File: config.mk
export PLATFORM = sky130hd
export DESIGN_NAME = ac3_sync_header_parser_core
export DESIGN_NICKNAME = d
export VERILOG_FILES = /design/src/hw/rtl/ac3hp_pkg.sv /design/src/hw/rtl/ac3_sync_header_parser_core.sv /design/src/hw/rtl/ac3hp_decode.sv
export SDC_FILE = /design/constraint.sdc
export NUM_CORES = 1
export LEC_CHECK = 0
export BUFFER_PORTS_ARGS = -buffer_cell sky130_fd_sc_hd__buf_2
export CORE_MARGIN = 1
export CORE_UTILIZATION = 62
export CTS_BUF_LIST = sky130_fd_sc_hd__clkbuf_4 sky130_fd_sc_hd__clkbuf_8
export DETAILED_ROUTE_END_ITERATION = 10
export GPL_TIMING_DRIVEN = 1
export PLACE_DENSITY = 0.87
export SLEW_MARGIN = 20
export SYNTH_ARGS = -nofsm -noshare
export SYNTH_HDL_FRONTEND = slang
export SYNTH_SLANG_ARGS = --single-unit
File: constraint.sdc
create_clock -name clk -period 9.99 [get_ports clk]
set_input_delay 0 -clock clk [delete_from_list [all_inputs] [get_ports clk]]
set_output_delay 0 -clock clk [all_outputs]
set_load 0.05 [all_outputs]
File: src/hw/rtl/ac3hp_pkg.sv
// shared types, constants and table functions for the ac3 sync header parser
package ac3hp_pkg;

  typedef enum logic [1:0] {
    PH_START  = 2'd0,
    PH_HUNT   = 2'd1,
    PH_HEADER = 2'd2,
    PH_FRAME  = 2'd3
  } phase_t;

  localparam logic [7:0] SYNC_HI     = 8'h0B;
  localparam logic [7:0] SYNC_LO     = 8'h77;
  localparam int         HEADER_LEN  = 6;
  localparam logic [2:0] HDR_LAST    = 3'(HEADER_LEN - 1);
  localparam logic [5:0] FSIZE_LIMIT = 6'd38;
  localparam logic [1:0] FS_48K      = 2'd0;
  localparam logic [1:0] FS_44K      = 2'd1;
  localparam logic [1:0] FS_32K      = 2'd2;
  localparam logic [1:0] FS_RESERVED = 2'd3;
  localparam logic [2:0] ACMOD_1_0   = 3'd1;
  localparam logic [2:0] ACMOD_2_0   = 3'd2;
  localparam int         NUM_RATES   = 19;
  localparam int         FIELD_BITS  = 89;

  localparam logic [9:0] RATE_TAB [NUM_RATES] = '{
    10'd32, 10'd40, 10'd48, 10'd56, 10'd64, 10'd80, 10'd96, 10'd112, 10'd128, 10'd160,
    10'd192, 10'd224, 10'd256, 10'd320, 10'd384, 10'd448, 10'd512, 10'd576, 10'd640
  };

  localparam logic [10:0] WORDS44_TAB [NUM_RATES] = '{
    11'd69, 11'd87, 11'd104, 11'd121, 11'd139, 11'd174, 11'd208, 11'd243, 11'd278,
    11'd348, 11'd417, 11'd487, 11'd557, 11'd696, 11'd835, 11'd975, 11'd1114,
    11'd1253, 11'd1393
  };

  typedef struct packed {
    logic [15:0] crc_word;
    logic [1:0]  sample_rate_code;
    logic [5:0]  frame_size_code;
    logic [10:0] frame_words;
    logic [9:0]  bit_rate_kbps;
    logic [4:0]  stream_id;
    logic [2:0]  service_mode;
    logic [2:0]  channel_mode;
    logic        lfe_on;
    logic        size_valid;
  } hdr_rec_t;

  function automatic logic [9:0] rate_lookup(input logic [5:0] fsize);
    logic [9:0] r;
    r = 10'd0;
    if (fsize < FSIZE_LIMIT) begin
      r = RATE_TAB[fsize[5:1]];
    end
    return r;
  endfunction

  function automatic logic [10:0] words_lookup(input logic [1:0] fscod, input logic [5:0] fsize);
    logic [10:0] rate_w;
    logic [10:0] w;
    rate_w = 11'(rate_lookup(fsize));
    w = 11'd0;
    if (fsize < FSIZE_LIMIT) begin
      case (fscod)
        FS_48K:  w = rate_w << 1;
        FS_44K:  w = WORDS44_TAB[fsize[5:1]] + 11'(fsize[0]);
        FS_32K:  w = rate_w + (rate_w << 1);
        default: w = 11'd0;
      endcase
    end
    return w;
  endfunction

endpackage

File: src/hw/rtl/ac3_sync_header_parser_core.sv
// ac3 sync frame header parser top level, byte stream in, header records out
//
//  channel  dir  handshake           payload
//  in_      in   tvalid/tready       tdata[7:0] stream byte
//  out_     out  tvalid/tready       tdata header record, tuser size_valid
//  cfg_     in   wr_en, no wait      wr_data[31:0] start_skip
//
//  one byte per cycle while in_tready is high; each record is registered
//  reset clears the phase to start skip, all counters and both output slots
//  an output register plus one skid slot; in_tready drops only when both hold records
//  a record needs eight bytes or more; input stalls only if out stalls until the next record
module ac3_sync_header_parser_core #(
  parameter int OFFSET_WIDTH = 40
) (
  input  logic clk,
  input  logic rst_n,

  input  logic [7:0] in_tdata,  // data_byte
  input  logic       in_tvalid,
  output logic       in_tready,

  // header_offset, crc_word, sample_rate_code, frame_size_code, frame_words,
  // bit_rate_kbps, stream_id, service_mode, channel_mode, lfe_on, frame_number
  output logic [((OFFSET_WIDTH + ac3hp_pkg::FIELD_BITS + 7) / 8) * 8 - 1:0] out_tdata,
  output logic [0:0] out_tuser,  // size_valid
  output logic       out_tvalid,
  input  logic       out_tready,

  input  logic        cfg_wr_en,
  input  logic [31:0] cfg_wr_data
);

  localparam int REC_W   = OFFSET_WIDTH + ac3hp_pkg::FIELD_BITS;
  localparam int TDATA_W = ((REC_W + 7) / 8) * 8;

  ac3hp_pkg::phase_t phase_r, phase_nxt;
  logic [31:0]             start_skip_r;
  logic [7:0]              prev_r, prev_nxt;
  logic                    prev_valid_r, prev_valid_nxt;
  logic [7:0]              hdr_r [ac3hp_pkg::HEADER_LEN - 1];
  logic [2:0]              hdr_cnt_r, hdr_cnt_nxt;
  logic [11:0]             skip_r, skip_nxt;
  logic [OFFSET_WIDTH-1:0] offset_r;
  logic [31:0]             frames_r, frames_nxt;

  logic [TDATA_W-1:0] out_data_r, skid_data_r, rec_data;
  logic               out_user_r, skid_user_r;
  logic               out_valid_r, skid_valid_r;

  logic                in_fire, start_go, sync_hit, hdr_last, produce, out_free;
  logic [7:0]          hdr_bytes [ac3hp_pkg::HEADER_LEN];
  ac3hp_pkg::hdr_rec_t rec;

  assign in_tready = !skid_valid_r;
  assign in_fire   = in_tvalid && in_tready;
  assign start_go  = offset_r >= OFFSET_WIDTH'(start_skip_r);
  assign sync_hit  = prev_valid_r && (prev_r == ac3hp_pkg::SYNC_HI)
                     && (in_tdata == ac3hp_pkg::SYNC_LO);
  assign hdr_last  = (hdr_cnt_r == ac3hp_pkg::HDR_LAST);
  assign produce   = in_fire && (phase_r == ac3hp_pkg::PH_HEADER) && hdr_last;

  always_comb begin
    for (int i = 0; i < ac3hp_pkg::HEADER_LEN - 1; i++) begin
      hdr_bytes[i] = hdr_r[i];
    end
    hdr_bytes[ac3hp_pkg::HEADER_LEN - 1] = in_tdata;
  end

  ac3hp_decode u_decode (
    .hdr_bytes (hdr_bytes),
    .rec       (rec)
  );

  assign rec_data = TDATA_W'({frames_r, rec.lfe_on, rec.channel_mode, rec.service_mode,
                              rec.stream_id, rec.bit_rate_kbps, rec.frame_words,
                              rec.frame_size_code, rec.sample_rate_code, rec.crc_word,
                              offset_r - OFFSET_WIDTH'(7)});

  // next phase
  always_comb begin
    phase_nxt = phase_r;
    if (in_fire) begin
      case (phase_r)
        ac3hp_pkg::PH_START: begin
          if (start_go) phase_nxt = ac3hp_pkg::PH_HUNT;
        end
        ac3hp_pkg::PH_HUNT: begin
          if (sync_hit) phase_nxt = ac3hp_pkg::PH_HEADER;
        end
        ac3hp_pkg::PH_HEADER: begin
          if (hdr_last) begin
            phase_nxt = rec.size_valid ? ac3hp_pkg::PH_FRAME : ac3hp_pkg::PH_HUNT;
          end
        end
        ac3hp_pkg::PH_FRAME: begin
          if (skip_r == 12'd1) phase_nxt = ac3hp_pkg::PH_HUNT;
        end
        default: phase_nxt = ac3hp_pkg::PH_START;
      endcase
    end
  end

  // per-phase register updates
  always_comb begin
    prev_nxt       = prev_r;
    prev_valid_nxt = prev_valid_r;
    hdr_cnt_nxt    = hdr_cnt_r;
    skip_nxt       = skip_r;
    frames_nxt     = frames_r;
    if (in_fire) begin
      case (phase_r)
        ac3hp_pkg::PH_START: begin
          if (start_go) begin
            prev_nxt       = in_tdata;
            prev_valid_nxt = 1'b1;
          end
        end
        ac3hp_pkg::PH_HUNT: begin
          if (sync_hit) begin
            hdr_cnt_nxt = 3'd0;
          end else begin
            prev_nxt       = in_tdata;
            prev_valid_nxt = 1'b1;
          end
        end
        ac3hp_pkg::PH_HEADER: begin
          hdr_cnt_nxt = hdr_cnt_r + 3'd1;
          if (hdr_last) begin
            frames_nxt = frames_r + 32'd1;
            if (rec.size_valid) begin
              skip_nxt = {rec.frame_words, 1'b0} - 12'd8;
            end else begin
              prev_nxt       = 8'd0;
              prev_valid_nxt = 1'b0;
            end
          end
        end
        ac3hp_pkg::PH_FRAME: begin
          skip_nxt = skip_r - 12'd1;
          if (skip_r == 12'd1) begin
            prev_nxt       = 8'd0;
            prev_valid_nxt = 1'b0;
          end
        end
        default: begin
          prev_valid_nxt = 1'b0;
        end
      endcase
    end
  end

  always_ff @(posedge clk) begin
    if (!rst_n) begin
      phase_r      <= ac3hp_pkg::PH_START;
      start_skip_r <= 32'd0;
      prev_r       <= 8'd0;
      prev_valid_r <= 1'b0;
      hdr_cnt_r    <= 3'd0;
      skip_r       <= 12'd0;
      offset_r     <= '0;
      frames_r     <= 32'd0;
    end else begin
      phase_r      <= phase_nxt;
      prev_r       <= prev_nxt;
      prev_valid_r <= prev_valid_nxt;
      hdr_cnt_r    <= hdr_cnt_nxt;
      skip_r       <= skip_nxt;
      frames_r     <= frames_nxt;
      if (cfg_wr_en) start_skip_r <= cfg_wr_data;
      if (in_fire) offset_r <= offset_r + OFFSET_WIDTH'(1);
    end
  end

  always_ff @(posedge clk) begin
    if (in_fire && (phase_r == ac3hp_pkg::PH_HEADER) && !hdr_last) begin
      hdr_r[hdr_cnt_r] <= in_tdata;
    end
  end

  // output register with one skid slot
  assign out_free = !out_valid_r || out_tready;

  always_ff @(posedge clk) begin
    if (!rst_n) begin
      out_valid_r  <= 1'b0;
      skid_valid_r <= 1'b0;
    end else begin
      if (out_free) begin
        out_valid_r  <= skid_valid_r || produce;
        skid_valid_r <= 1'b0;
      end else if (produce) begin
        skid_valid_r <= 1'b1;
      end
    end
  end

  always_ff @(posedge clk) begin
    if (out_free) begin
      if (skid_valid_r) begin
        out_data_r <= skid_data_r;
        out_user_r <= skid_user_r;
      end else if (produce) begin
        out_data_r <= rec_data;
        out_user_r <= rec.size_valid;
      end
    end else if (produce) begin
      skid_data_r <= rec_data;
      skid_user_r <= rec.size_valid;
    end
  end

  assign out_tdata  = out_data_r;
  assign out_tuser  = out_user_r;
  assign out_tvalid = out_valid_r;

  a_skid_needs_out: assert property (@(posedge clk) disable iff (!rst_n)
    skid_valid_r |-> out_valid_r)
    else $error("skid slot full while output register empty");

  a_frame_skip_live: assert property (@(posedge clk) disable iff (!rst_n)
    (phase_r == ac3hp_pkg::PH_FRAME) |-> (skip_r != 12'd0))
    else $error("frame skip phase with zero count");

  a_hdr_cnt_range: assert property (@(posedge clk) disable iff (!rst_n)
    (phase_r == ac3hp_pkg::PH_HEADER) |-> (hdr_cnt_r <= ac3hp_pkg::HDR_LAST))
    else $error("header count past last header byte");

  a_frame_count_step: assert property (@(posedge clk) disable iff (!rst_n)
    produce |=> (frames_r == $past(frames_r) + 32'd1))
    else $error("frame count not advanced by record");

  a_record_lands: assert property (@(posedge clk) disable iff (!rst_n)
    produce |=> out_valid_r)
    else $error("record lost after header capture");

endmodule

File: src/hw/rtl/ac3hp_decode.sv
// field decode of the six header bytes (five captured plus the live one) into one header record
module ac3hp_decode (
  input  logic [7:0]          hdr_bytes [ac3hp_pkg::HEADER_LEN],
  output ac3hp_pkg::hdr_rec_t rec
);

  logic [1:0]  fscod;
  logic [5:0]  fsize;
  logic [2:0]  acmod;
  logic [3:0]  shift;
  logic [15:0] mix_bits;

  assign fscod = hdr_bytes[2][7:6];
  assign fsize = hdr_bytes[2][5:0];
  assign acmod = hdr_bytes[4][7:5];

  // lfeon sits after cmixlev, surmixlev and dsurmod when present
  always_comb begin
    shift = 4'd3;
    if (acmod[0] && (acmod != ac3hp_pkg::ACMOD_1_0)) begin
      shift = shift + 4'd2;
    end
    if (acmod[2]) begin
      shift = shift + 4'd2;
    end
    if (acmod == ac3hp_pkg::ACMOD_2_0) begin
      shift = shift + 4'd2;
    end
  end

  assign mix_bits = {hdr_bytes[4], hdr_bytes[5]} << shift;

  always_comb begin
    rec.crc_word         = {hdr_bytes[0], hdr_bytes[1]};
    rec.sample_rate_code = fscod;
    rec.frame_size_code  = fsize;
    rec.frame_words      = ac3hp_pkg::words_lookup(fscod, fsize);
    rec.bit_rate_kbps    = ac3hp_pkg::rate_lookup(fsize);
    rec.stream_id        = hdr_bytes[3][7:3];
    rec.service_mode     = hdr_bytes[3][2:0];
    rec.channel_mode     = acmod;
    rec.lfe_on           = mix_bits[15];
    rec.size_valid       = (fscod != ac3hp_pkg::FS_RESERVED)
                           && (fsize < ac3hp_pkg::FSIZE_LIMIT);
  end

endmodule

* Word level (Yosys, flattened, before mapping) *
Memories as Yosys holds them, arrays and structs flattened.
Index checks and enable logic that the tools add are counted.

word-level totals
  flip-flop bits (word level) = 392
  memory bits (writable) = 40
  bits in read-only memories = 672
  memories kept = 3

memory list
  name             words  bits a word  rd ports  clocked after memory_dff  write ports  RTL line                           source
  (no name shown)  32     11           1         0                         0            ac3hp_pkg.sv:66                    FS_44K: w = WORDS44_TAB[fsize[5:1]] + 11'(fsize[0]);
  (no name shown)  32     10           1         0                         0            ac3hp_pkg.sv:53                    r = RATE_TAB[fsize[5:1]];
  hdr_r            5      8            5         0                         1            ac3_sync_header_parser_core.sv:40  logic [7:0] hdr_r [ac3hp_pkg::HEADER_LEN - 1];

cells by class
  add/sub/neg operators = 10
  magnitude comparators = 3
  equal/unequal tests = 19
  shifts and indexed selects = 1
  mux-type cells = 39
  bitwise gates (word level) = 3
  reduce and logical (&&, ||, !) cells = 26

operator list
  kind                   number
  $mux 129               2
  $add 40x1->40 const B  1
  $ge 40x32->1           1
  $mux 8                 5
  $sub 40x3->40 const B  1
  $mux 11                3
  $pmux 11 s3            1
  $add 32x1->32 const B  1
  $pmux 8 s4             1
  $mux 10                3
  $mux 12                2
  $pmux 12 s2            1
  $ne 2x2->1 const B     8
  $shl 16x4->16          1
  $eq 12x1->1 const B    1
  $sub 12x1->12 const B  1
  $sub 12x4->12 const B  1
  $add 10x11->11         1
  $add 11x1->11          1
  $mux 2                 5
  $mux 1                 9
  $eq 8x4->1 const B     1
  $eq 8x7->1 const B     1
  $logic_and 1x1->1      8
  27 further kinds       41

* Depth between registers and ports, before layout *
Gate-level depths: netlist (run 1).
An unclocked memory read counts as a cell.

  depth in word-level cells = 13
  depth in mapped cells = 17
  gate-level depth less buffers = 16

* By module *
Synthesis (run 1) repeated with hierarchy kept, for this count alone.

unflattened totals
  cells, all modules = 1612
  area total of the unflattened synthesis = 19964.1 sq um

by module, submodules not included
  module                       times used  cells each  area an instance (sq um)
  ac3_sync_header_parser_core  1           1408        18524.0
  ac3hp_decode                 1           204         1440.1

* Least setup slack after synthesis (run 1) *
Ideal clock, no wire load.

  kind = register to register
  start = register phase_r[0]
  end = register out_data_r[0] (netlist: out_tdata[0]), enable pin
  data arrival time = 6.724 ns
  data required time = 9.376 ns
  setup slack = 2.652 ns
  cell stages (with the launch flop) = 8
  buffers on the path = 1
  period minus slack after synthesis = 7.338 ns
  path through = dfxtp_1 > inv_1 > ha_1 > clkbuf_1 > nand3b_1 > nor2_1 > nor2_1 > nor2_1

on the way
  word-level cells in the longest chain between the ends = 5

ends and longest elaborated chain
  item                             RTL line                            source
  start, declared                  ac3_sync_header_parser_core.sv:36   ac3hp_pkg::phase_t phase_r, phase_nxt;
  start signal, assigned           ac3_sync_header_parser_core.sv:154  phase_r <= ac3hp_pkg::PH_START;
  start signal, assigned           ac3_sync_header_parser_core.sv:163  phase_r <= phase_nxt;
  $eq 2x2->1                       ac3_sync_header_parser_core.sv:60   assign produce = in_fire && (phase_r == ac3hp_pkg::PH_HEADER) && hdr_last;
  $logic_and 1x1->1 (2 in series)  ac3_sync_header_parser_core.sv:60
  $reduce_bool 2->1 (no line)      --
  $reduce_and 2->1 (no line)       --
  end signal, assigned             ac3_sync_header_parser_core.sv:200  out_data_r <= skid_data_r;
  end signal, assigned             ac3_sync_header_parser_core.sv:203  out_data_r <= rec_data;
  end, declared                    ac3_sync_header_parser_core.sv:46   logic [TDATA_W-1:0] out_data_r, skid_data_r, rec_data;

Every way passes these cells.
A chain may end at the register's enable or synchronous reset.

==> key figures, run 1 <==
Run status
  – Status: completed

Logic synthesis
  – Dominant cell type by area after synthesis: edfxtp_1
  – Synth top area share: 45.6%
  – Mapped cell area: 19,200 µm²
  – Netlist cell types: 72
  – Post-synth EDFFs: 292
  – Yosys synthesis warning count: 0
  – Post-Syn Instances: 1,564
  – Ys flop type: edfxtp_1
  – Yosys reg bits: 424
  – Fraction of registers with async set/reset: 0%
  – Main area contributors after synthesis: edfxtp_1, dfxtp_1, mux2_2
  – Syn avg cell area: 12.3 µm²
  – Sequential share of the synthesized area: 59.4%

Clock network
  – Number of post-CTS setup repair buffers: 0
  – Clock buffer depth: 3
  – CTS sink cnt: 424
  – Clock Pin Slew Worst Setup and Hold Paths: 60 ps
  – H-tree depth: 3
  – Cts repair resizes: 0
  – Hold buffers post-CTS: 42
  – Root Buffer: clkbuf_8
  – TritonCTS Buffers: 68
  – Clk Latency, worst-skew pair: 600 ps
  – CTS tree: yes

Routing
  – Max Used Layer: met5
  – Metal-1 WL: 17.2 mm
  – DRT iter0 DRCs: 1,191
  – Metal3 WL: 2.63 mm
  – Routed Antenna Nets: 0
  – Drt drc: 0
  – First-pass DRT Iterations: 6
  – DR vias/cell: 5.78
  – Drt total wl: 41.4 mm
  – Metal2 WL: 20.3 mm
  – Vias: 12,900
  – DR WL/cell: 18.6 µm

Pwr
  – Leakage: 8.56 nW
  – VDD IR-drop max: 0.0934 mV
  – Switching share of total power: 21.3%
  – Pwr Density: 158 nW/µm²
  – Combinational fraction of design power: 2.5%
  – P_int: 2.75 mW
  – Reg power frac: 53.5%
  – Clock network power share: 44.0%
  – Switching Power: 0.744 mW

Floorplanning
  – Num rows: 64
  – Die Width: 178 µm
  – Die area: 31,700 µm²
  – I/O pins: 184
  – Starting density of the core: 63.0%
  – Die height: 178 µm
  – Core region area: 30,500 µm²

Place
  – Dpl ws: 5660 ps
  – Placer Congestion: 0.903
  – Placed inst area: 20,300 µm²
  – Placed cells: 2,061
  – Post-DP HPWL: 26.2 mm
  – Port bufs: 173

Timing
  – Measured slew at the worst slew-check pin: 1160 ps
  – Achievable frequency: 225 MHz
  – Final hold violations: 0
  – Headroom to the max-slew limit: 22.8%
  – Period utilisation layout: 44.5%
  – Post-route setup TNS: 0 ps
  – Fin worst setup slack: 5540 ps
  – RSZ-0062 raised after global routing: false
  – Setup Skew: 34.0 ps
  – Final setup fails: 0
  – Final Critical Period: 4450 ps
  – Max Slew Vio Count: 0

Worst setup path
  – Worst EP required: 10,480 ps
  – Worst R2R Start: hdr_r[2][3]
  – CP Launch Type: flip-flop
  – Crit-path cells: ha_1 -> inv_1 -> a22oi_1 -> a21boi_0 -> o31ai_1 -> xor2_1 -> a211oi_1 -> nor4_1 -> xnor2_1 -> a211oi_1
  – Worst EP arrival: 4940 ps
  – Crit-path max FO: 23
  – Kind of critical path: flip-flop to flip-flop
  – Slowest CP cell: edfxtp_1
  – Crit. End Element: flip-flop
  – Critical path startpoint: hdr_r[2][3]
  – Most used cell, CP: a211oi_1
  – Critical path's largest stage delay: 860 ps

Global routing
  – First-pass GRT wire length: 65.4 mm
  – Initial antenna violation count: 2
  – Vias in the first global route: 12,800
  – Largest net degree at the start of global routing: 138
  – Tot GR Track Use: 26.5%
  – GRT overflow: 0

Layout
  – Final Instance Area: 22,100 µm²
  – Area grow syn2layout: 15.3%
  – Post-Layout Cell Count: 2,228
  – Final core occ: 72.6%
  – Share of cells above drive strength 1: 23.5%
  – Antenna cells: 0
  – Final nets: 1,877

Min path
  – Hold path startpoint: cfg_wr_en
  – HP Class: input port to flip-flop

Job
  – Max capacitance violation total: 0
-- cells by family after synthesis --
| kind of cell | count (synthesis) | share of synthesized area [%] |
|---|---|---|
| simple gates | 488 | 13.8 |
| buf+inv | 164 | 3.48 |
| mux | 150 | 8.63 |
| xor+xnor | 112 | 5.11 |
| other cells | 1 | 0.0195 |
| flops | 424 | 59.4 |
| compound gates | 171 | 6.05 |
| fa+ha+maj | 54 | 3.52 |
-- stage by stage --
stage               total power [mW]  hold WS (ps)
floorplan                       1.96          98.9
global placement                1.97           256
detailed placement              1.98           264
CTS                             3.51          97.9
global route                    3.60           194
finish                          3.49           181
-- layout by cell type (no fill, tap or decap), drive strengths merged, types with 10 or more instances in the layout --
master,instances
and2,71
a211oi,16
nand4,25
edfxtp,292
ha,54
dfxtp,132
clkbuf,94
nand2,121
xnor2,75
or3,15
nor2b,52
nand2b,19
a21boi,13
clkinv,21
a21oi,23
nor4,24
mux2,105
conb,10
and3,15
nand3,31
buf,182
o21ai,56
nor3,22
dlygate4sd3,43
mux2i,43
nor2,56
xor2,37
inv,77
-- final timing paths --
| check | end | slack (ps) | depth (start not counted) |
|---|---|---|---|
| worst max-delay path | skip_r[10] | 5540 | 10 |
| worst min-delay path | start_skip_r[16] | 180 | 3 |
| worst max register to register | skip_r[10] | 5540 | 10 |
| worst min register to register | skid_data_r[50] | 430 | 0 |
-- state kept, by name, summed over array words and instances (netlist names), 2 cells and up --
| register | count |
|---|---|
| phase_r | 2 |
| prev_r | 8 |
| skip_r | 12 |
| frames_r | 32 |
| start_skip_r | 32 |
| hdr_r | 38 |
| out_tdata | 126 |
| offset_r | 40 |
| skid_data_r | 126 |
| hdr_cnt_r | 3 |
-- critical path, delay by kind of cell (launching register included) --
kind                       cells  cell delay (ps)
AOI/OAI and AO/OA              5             2240
DFF                            1              860
xor gates and xnor gates       2              350
and+or+nand+nor                1              190
adders and majority gates      1              570
buffers and inverters          1              120
-- cell type report --
class | count | area (µm²)
sequential | 424 | 11400
fill | 1918 | 8360
multi-input combinational | 985 | 7170
timing repair buffer | 225 | 1370
clock buffer | 94 | 1170
tap | 396 | 495
inverter | 74 | 278
clock inverter | 30 | 245
-- cell usage after synthesis, types with 8 or more instances --
cell / instances
nor3_1: 20
nor2_1: 56
or2_2: 8
nand4_1: 25
mux2i_1: 43
xnor2_1: 75
nand2_1: 120
a21boi_0: 13
nor4_1: 22
buf_4: 10
nand2b_1: 19
or3_1: 14
and2_1: 69
o21ai_0: 56
dfxtp_1: 132
a211oi_1: 16
and3_1: 15
xor2_1: 37
a32o_1: 9
clkbuf_1: 67
ha_1: 54
mux2_2: 105
a21oi_1: 23
nand3_1: 31
inv_1: 73
nor2b_1: 52
edfxtp_1: 292
-- layer usage --
metal  up-vias  track usage, %
li1       6053               -
met5         -               0
met1      6237            34.1
met2       490            43.7
met3       105            5.35
met4         2            10.8
-- power by group through the flow --
stage                     clock network, mW  registers, mW  logic, mW
after floorplan                           0           1.91     0.0504
after global placement                    0           1.91     0.0670
after detailed placement                  0           1.91     0.0702
after CTS                              1.55           1.87     0.0832
after global routing                   1.64           1.87     0.0929
final                                  1.54           1.87     0.0857
Power figures use the tool's default switching activity.
==> inputs of run 2 (changes only) <==
--- a/config.mk
+++ b/config.mk
@@ -7,11 +7,11 @@
 export LEC_CHECK = 0
 export BUFFER_PORTS_ARGS = -buffer_cell sky130_fd_sc_hd__buf_2
 export CORE_MARGIN = 1
-export CORE_UTILIZATION = 62
+export CORE_UTILIZATION = 56
 export CTS_BUF_LIST = sky130_fd_sc_hd__clkbuf_4 sky130_fd_sc_hd__clkbuf_8
 export DETAILED_ROUTE_END_ITERATION = 10
 export GPL_TIMING_DRIVEN = 1
-export PLACE_DENSITY = 0.87
+export PLACE_DENSITY = 0.83
 export SLEW_MARGIN = 20
 export SYNTH_ARGS = -nofsm -noshare
 export SYNTH_HDL_FRONTEND = slang
==> constraint.sdc (replaced) <==
create_clock -name clk -period 3.7 [get_ports clk]
set_input_delay 0 -clock clk [delete_from_list [all_inputs] [get_ports clk]]
set_output_delay 0 -clock clk [all_outputs]
set_load 0.05 [all_outputs]
==> run 2 against run 1 <==
- wire length barely moved
- clock skew decreased by 7.5 ps
- count of clock-buffer cells in the layout up 3
- register-to-register slack lost 5400 ps
- non-clock buffer count rose by 44
- via count fell by 1.6%
- critical path depth increased by 4
- cell count increased by 4.2%
- die area up 11%
- first-iteration DRC count fell by 18%
- global-route usage is 2.7 points lower
- sequential power rose to 2.7 times the previous value
- highest routed layer is now met4
==> key figures, run 2 (synthesized netlist as in run 1, its figures left out) <==
Run status
  – Status: completed

Routing
  – DRT iter0 DRCs: 976 (-18%)
  – Routed Antenna Nets: 0 (unchanged)
  – Vias: 12,700 (-1.6%)
  – DR WL/cell: 17.8 µm (-4.1%)
  – DR vias/cell: 5.47 (-5.5%)
  – Drt drc: 0 (unchanged)
  – Drt total wl: 41.4 mm (about the same)
  – First-pass DRT Iterations: 5 (-1)

Global routing
  – Largest net degree at the start of global routing: 75 (-46%)
  – Vias in the first global route: 12,800 (-0.063%)
  – Initial antenna violation count: 0 (-2)
  – First-pass GRT wire length: 66.8 mm (+2.2%)
  – Tot GR Track Use: 23.8% (-2.7 points)
  – GRT overflow: 0 (unchanged)

Floorplanning
  – Core region area: 33,600 µm² (+10%)
  – Die height: 187 µm (+5.2%)
  – Starting density of the core: 57.1% (-5.8 points)
  – Die area: 35,000 µm² (+11%)
  – Die Width: 187 µm (+5.2%)
  – Num rows: 67 (+4.7%)
  – I/O pins: 184 (unchanged)

Place
  – Post-DP HPWL: 26.8 mm (+2.4%)
  – Port bufs: 173 (unchanged)
  – Placer Congestion: 0.884 (-2.1%)
  – Dpl ws: -86.0 ps (-5740 ps)

Clock network
  – Root Buffer: clkbuf_8
  – Clock buffer depth: 3 (unchanged)
  – Clock Pin Slew Worst Setup and Hold Paths: 60 ps (about the same)
  – Clk Latency, worst-skew pair: 600 ps (about the same)
  – CTS tree: yes
  – TritonCTS Buffers: 68 (unchanged)
  – CTS sink cnt: 424 (unchanged)
  – H-tree depth: 3 (unchanged)

Worst setup path
  – Kind of critical path: flip-flop to flip-flop
  – CP Launch Type: flip-flop
  – Worst EP required: 4050 ps (-6430 ps)
  – Crit. End Element: flip-flop
  – Worst R2R Start: hdr_r[2][3]
  – Worst EP arrival: 3870 ps (-1070 ps)
  – Crit-path max FO: 6 (-74%)
  – Critical path startpoint: hdr_r[2][3]

Timing
  – Min Hold Slack: 175 ps (-6.86 ps)
  – Final Critical Period: 3520 ps (-922 ps)
  – Period utilisation layout: 95.3% (+51 points)
  – Fin worst setup slack: 175 ps (-5370 ps)
  – Achievable frequency: 284 MHz (+26%)
  – Final setup fails: 0 (unchanged)
  – Max Slew Vio Count: 0 (unchanged)
  – Setup Skew: 26.5 ps (-7.49 ps)
  – Measured slew at the worst slew-check pin: 966 ps (-191 ps)
  – Final hold violations: 0 (unchanged)
  – Headroom to the max-slew limit: 35.6% (+13 points)

Min path
  – HP Class: input port to flip-flop
  – Hold path startpoint: cfg_wr_en

Layout
  – Multi-input combinational cell area: 7220 µm² (+0.70%)
  – Most common library cell in the layout ignoring fill and taps: edfxtp_1
  – Antenna cells: 0 (unchanged)
  – Share of cells above drive strength 1: 26.1% (+2.6 points)
  – Final nets: 1,921 (+2.3%)
  – Reg area: 11,400 µm² (unchanged)
  – Area grow syn2layout: 17.9%
  – Final core occ: 67.4% (-5.2 points)
  – Final-layout fill cell count: 2,395 (+25%)
  – Most frequent cells in the layout: edfxtp_1, buf_2, dfxtp_1

Pwr
  – Pwr Density: 415 nW/µm² (+160%)
  – VDD IR-drop max: 0.322 mV (+240%)
  – Leakage: 8.79 nW (+2.7%)

Job
  – Max capacitance violation total: 0 (unchanged)
## run 2: routing by layer
layer	GRT usage, %	up-vias	wire length (µm)
met4	6.84	0	651
li1	-	6129	-
met5	0	-	0
met2	40.1	353	20400
met1	31.5	6146	18300
met3	4.47	57	2040
## run 2: path summary, 6_finish.rpt
path	endpoint	slack (ps)	cells after the start
worst max-delay path	out_tdata[73]	180	14
worst min-delay path	start_skip_r[15]	170	3
worst max register to register	out_tdata[73]	180	14
worst min register to register	skid_data_r[113]	430	0
## run 2: worst max-delay path: stages, from the launching register on
cell	delay [ps]
edfxtp_1	470
buf_4	160
inv_1	40
ha_1	170
a211o_1	310
and2_1	190
nor2_1	200
ha_1	290
a31o_2	220
nor3b_1	140
a211oi_1	320
mux2i_1	230
o21ai_1	120
buf_4	180
mux2_2	250
## run 2: power by group
part,internal [mW],switching (mW)
registers,5.04,0.0156
logic,0.106,0.129
clock network,2.30,1.83
## run 2: area by class of cell
type                            count  share of cell area [%]
Clock buffer                       97                    5.26
Inverter                           74                    1.23
Tap cell                          448                    2.47
Clock inverter                     24                   0.895
Multi-Input combinational cell    985                    31.9
Timing Repair Buffer              269                    7.88
Sequential cell                   424                    50.4
## run 2: per-stage QoR
stage | power (mW) | setup TNS, ps | area (µm²) | cells
floorplan | 5.28 | 0 | 19300 | 1573
CTS | 9.48 | 0 | 22600 | 2315
global placement | 5.33 | 0 | 20700 | 2147
finish | 9.41 | 0 | 22700 | 2321
detailed placement | 5.34 | -108 | 20700 | 2147
global route | 9.72 | -46.3 | 22700 | 2321
## run 2: timing repair
action | in CTS | in global routing
hold buffers | 47 | 0
pin swaps | 0 | 3
cloned | 0 | 0
buffers inserted | 0 | 6
endpoints found under the hold margin | 136 | 0
resized for setup | 1 | 15
endpoints found under the setup margin | 2 | 5
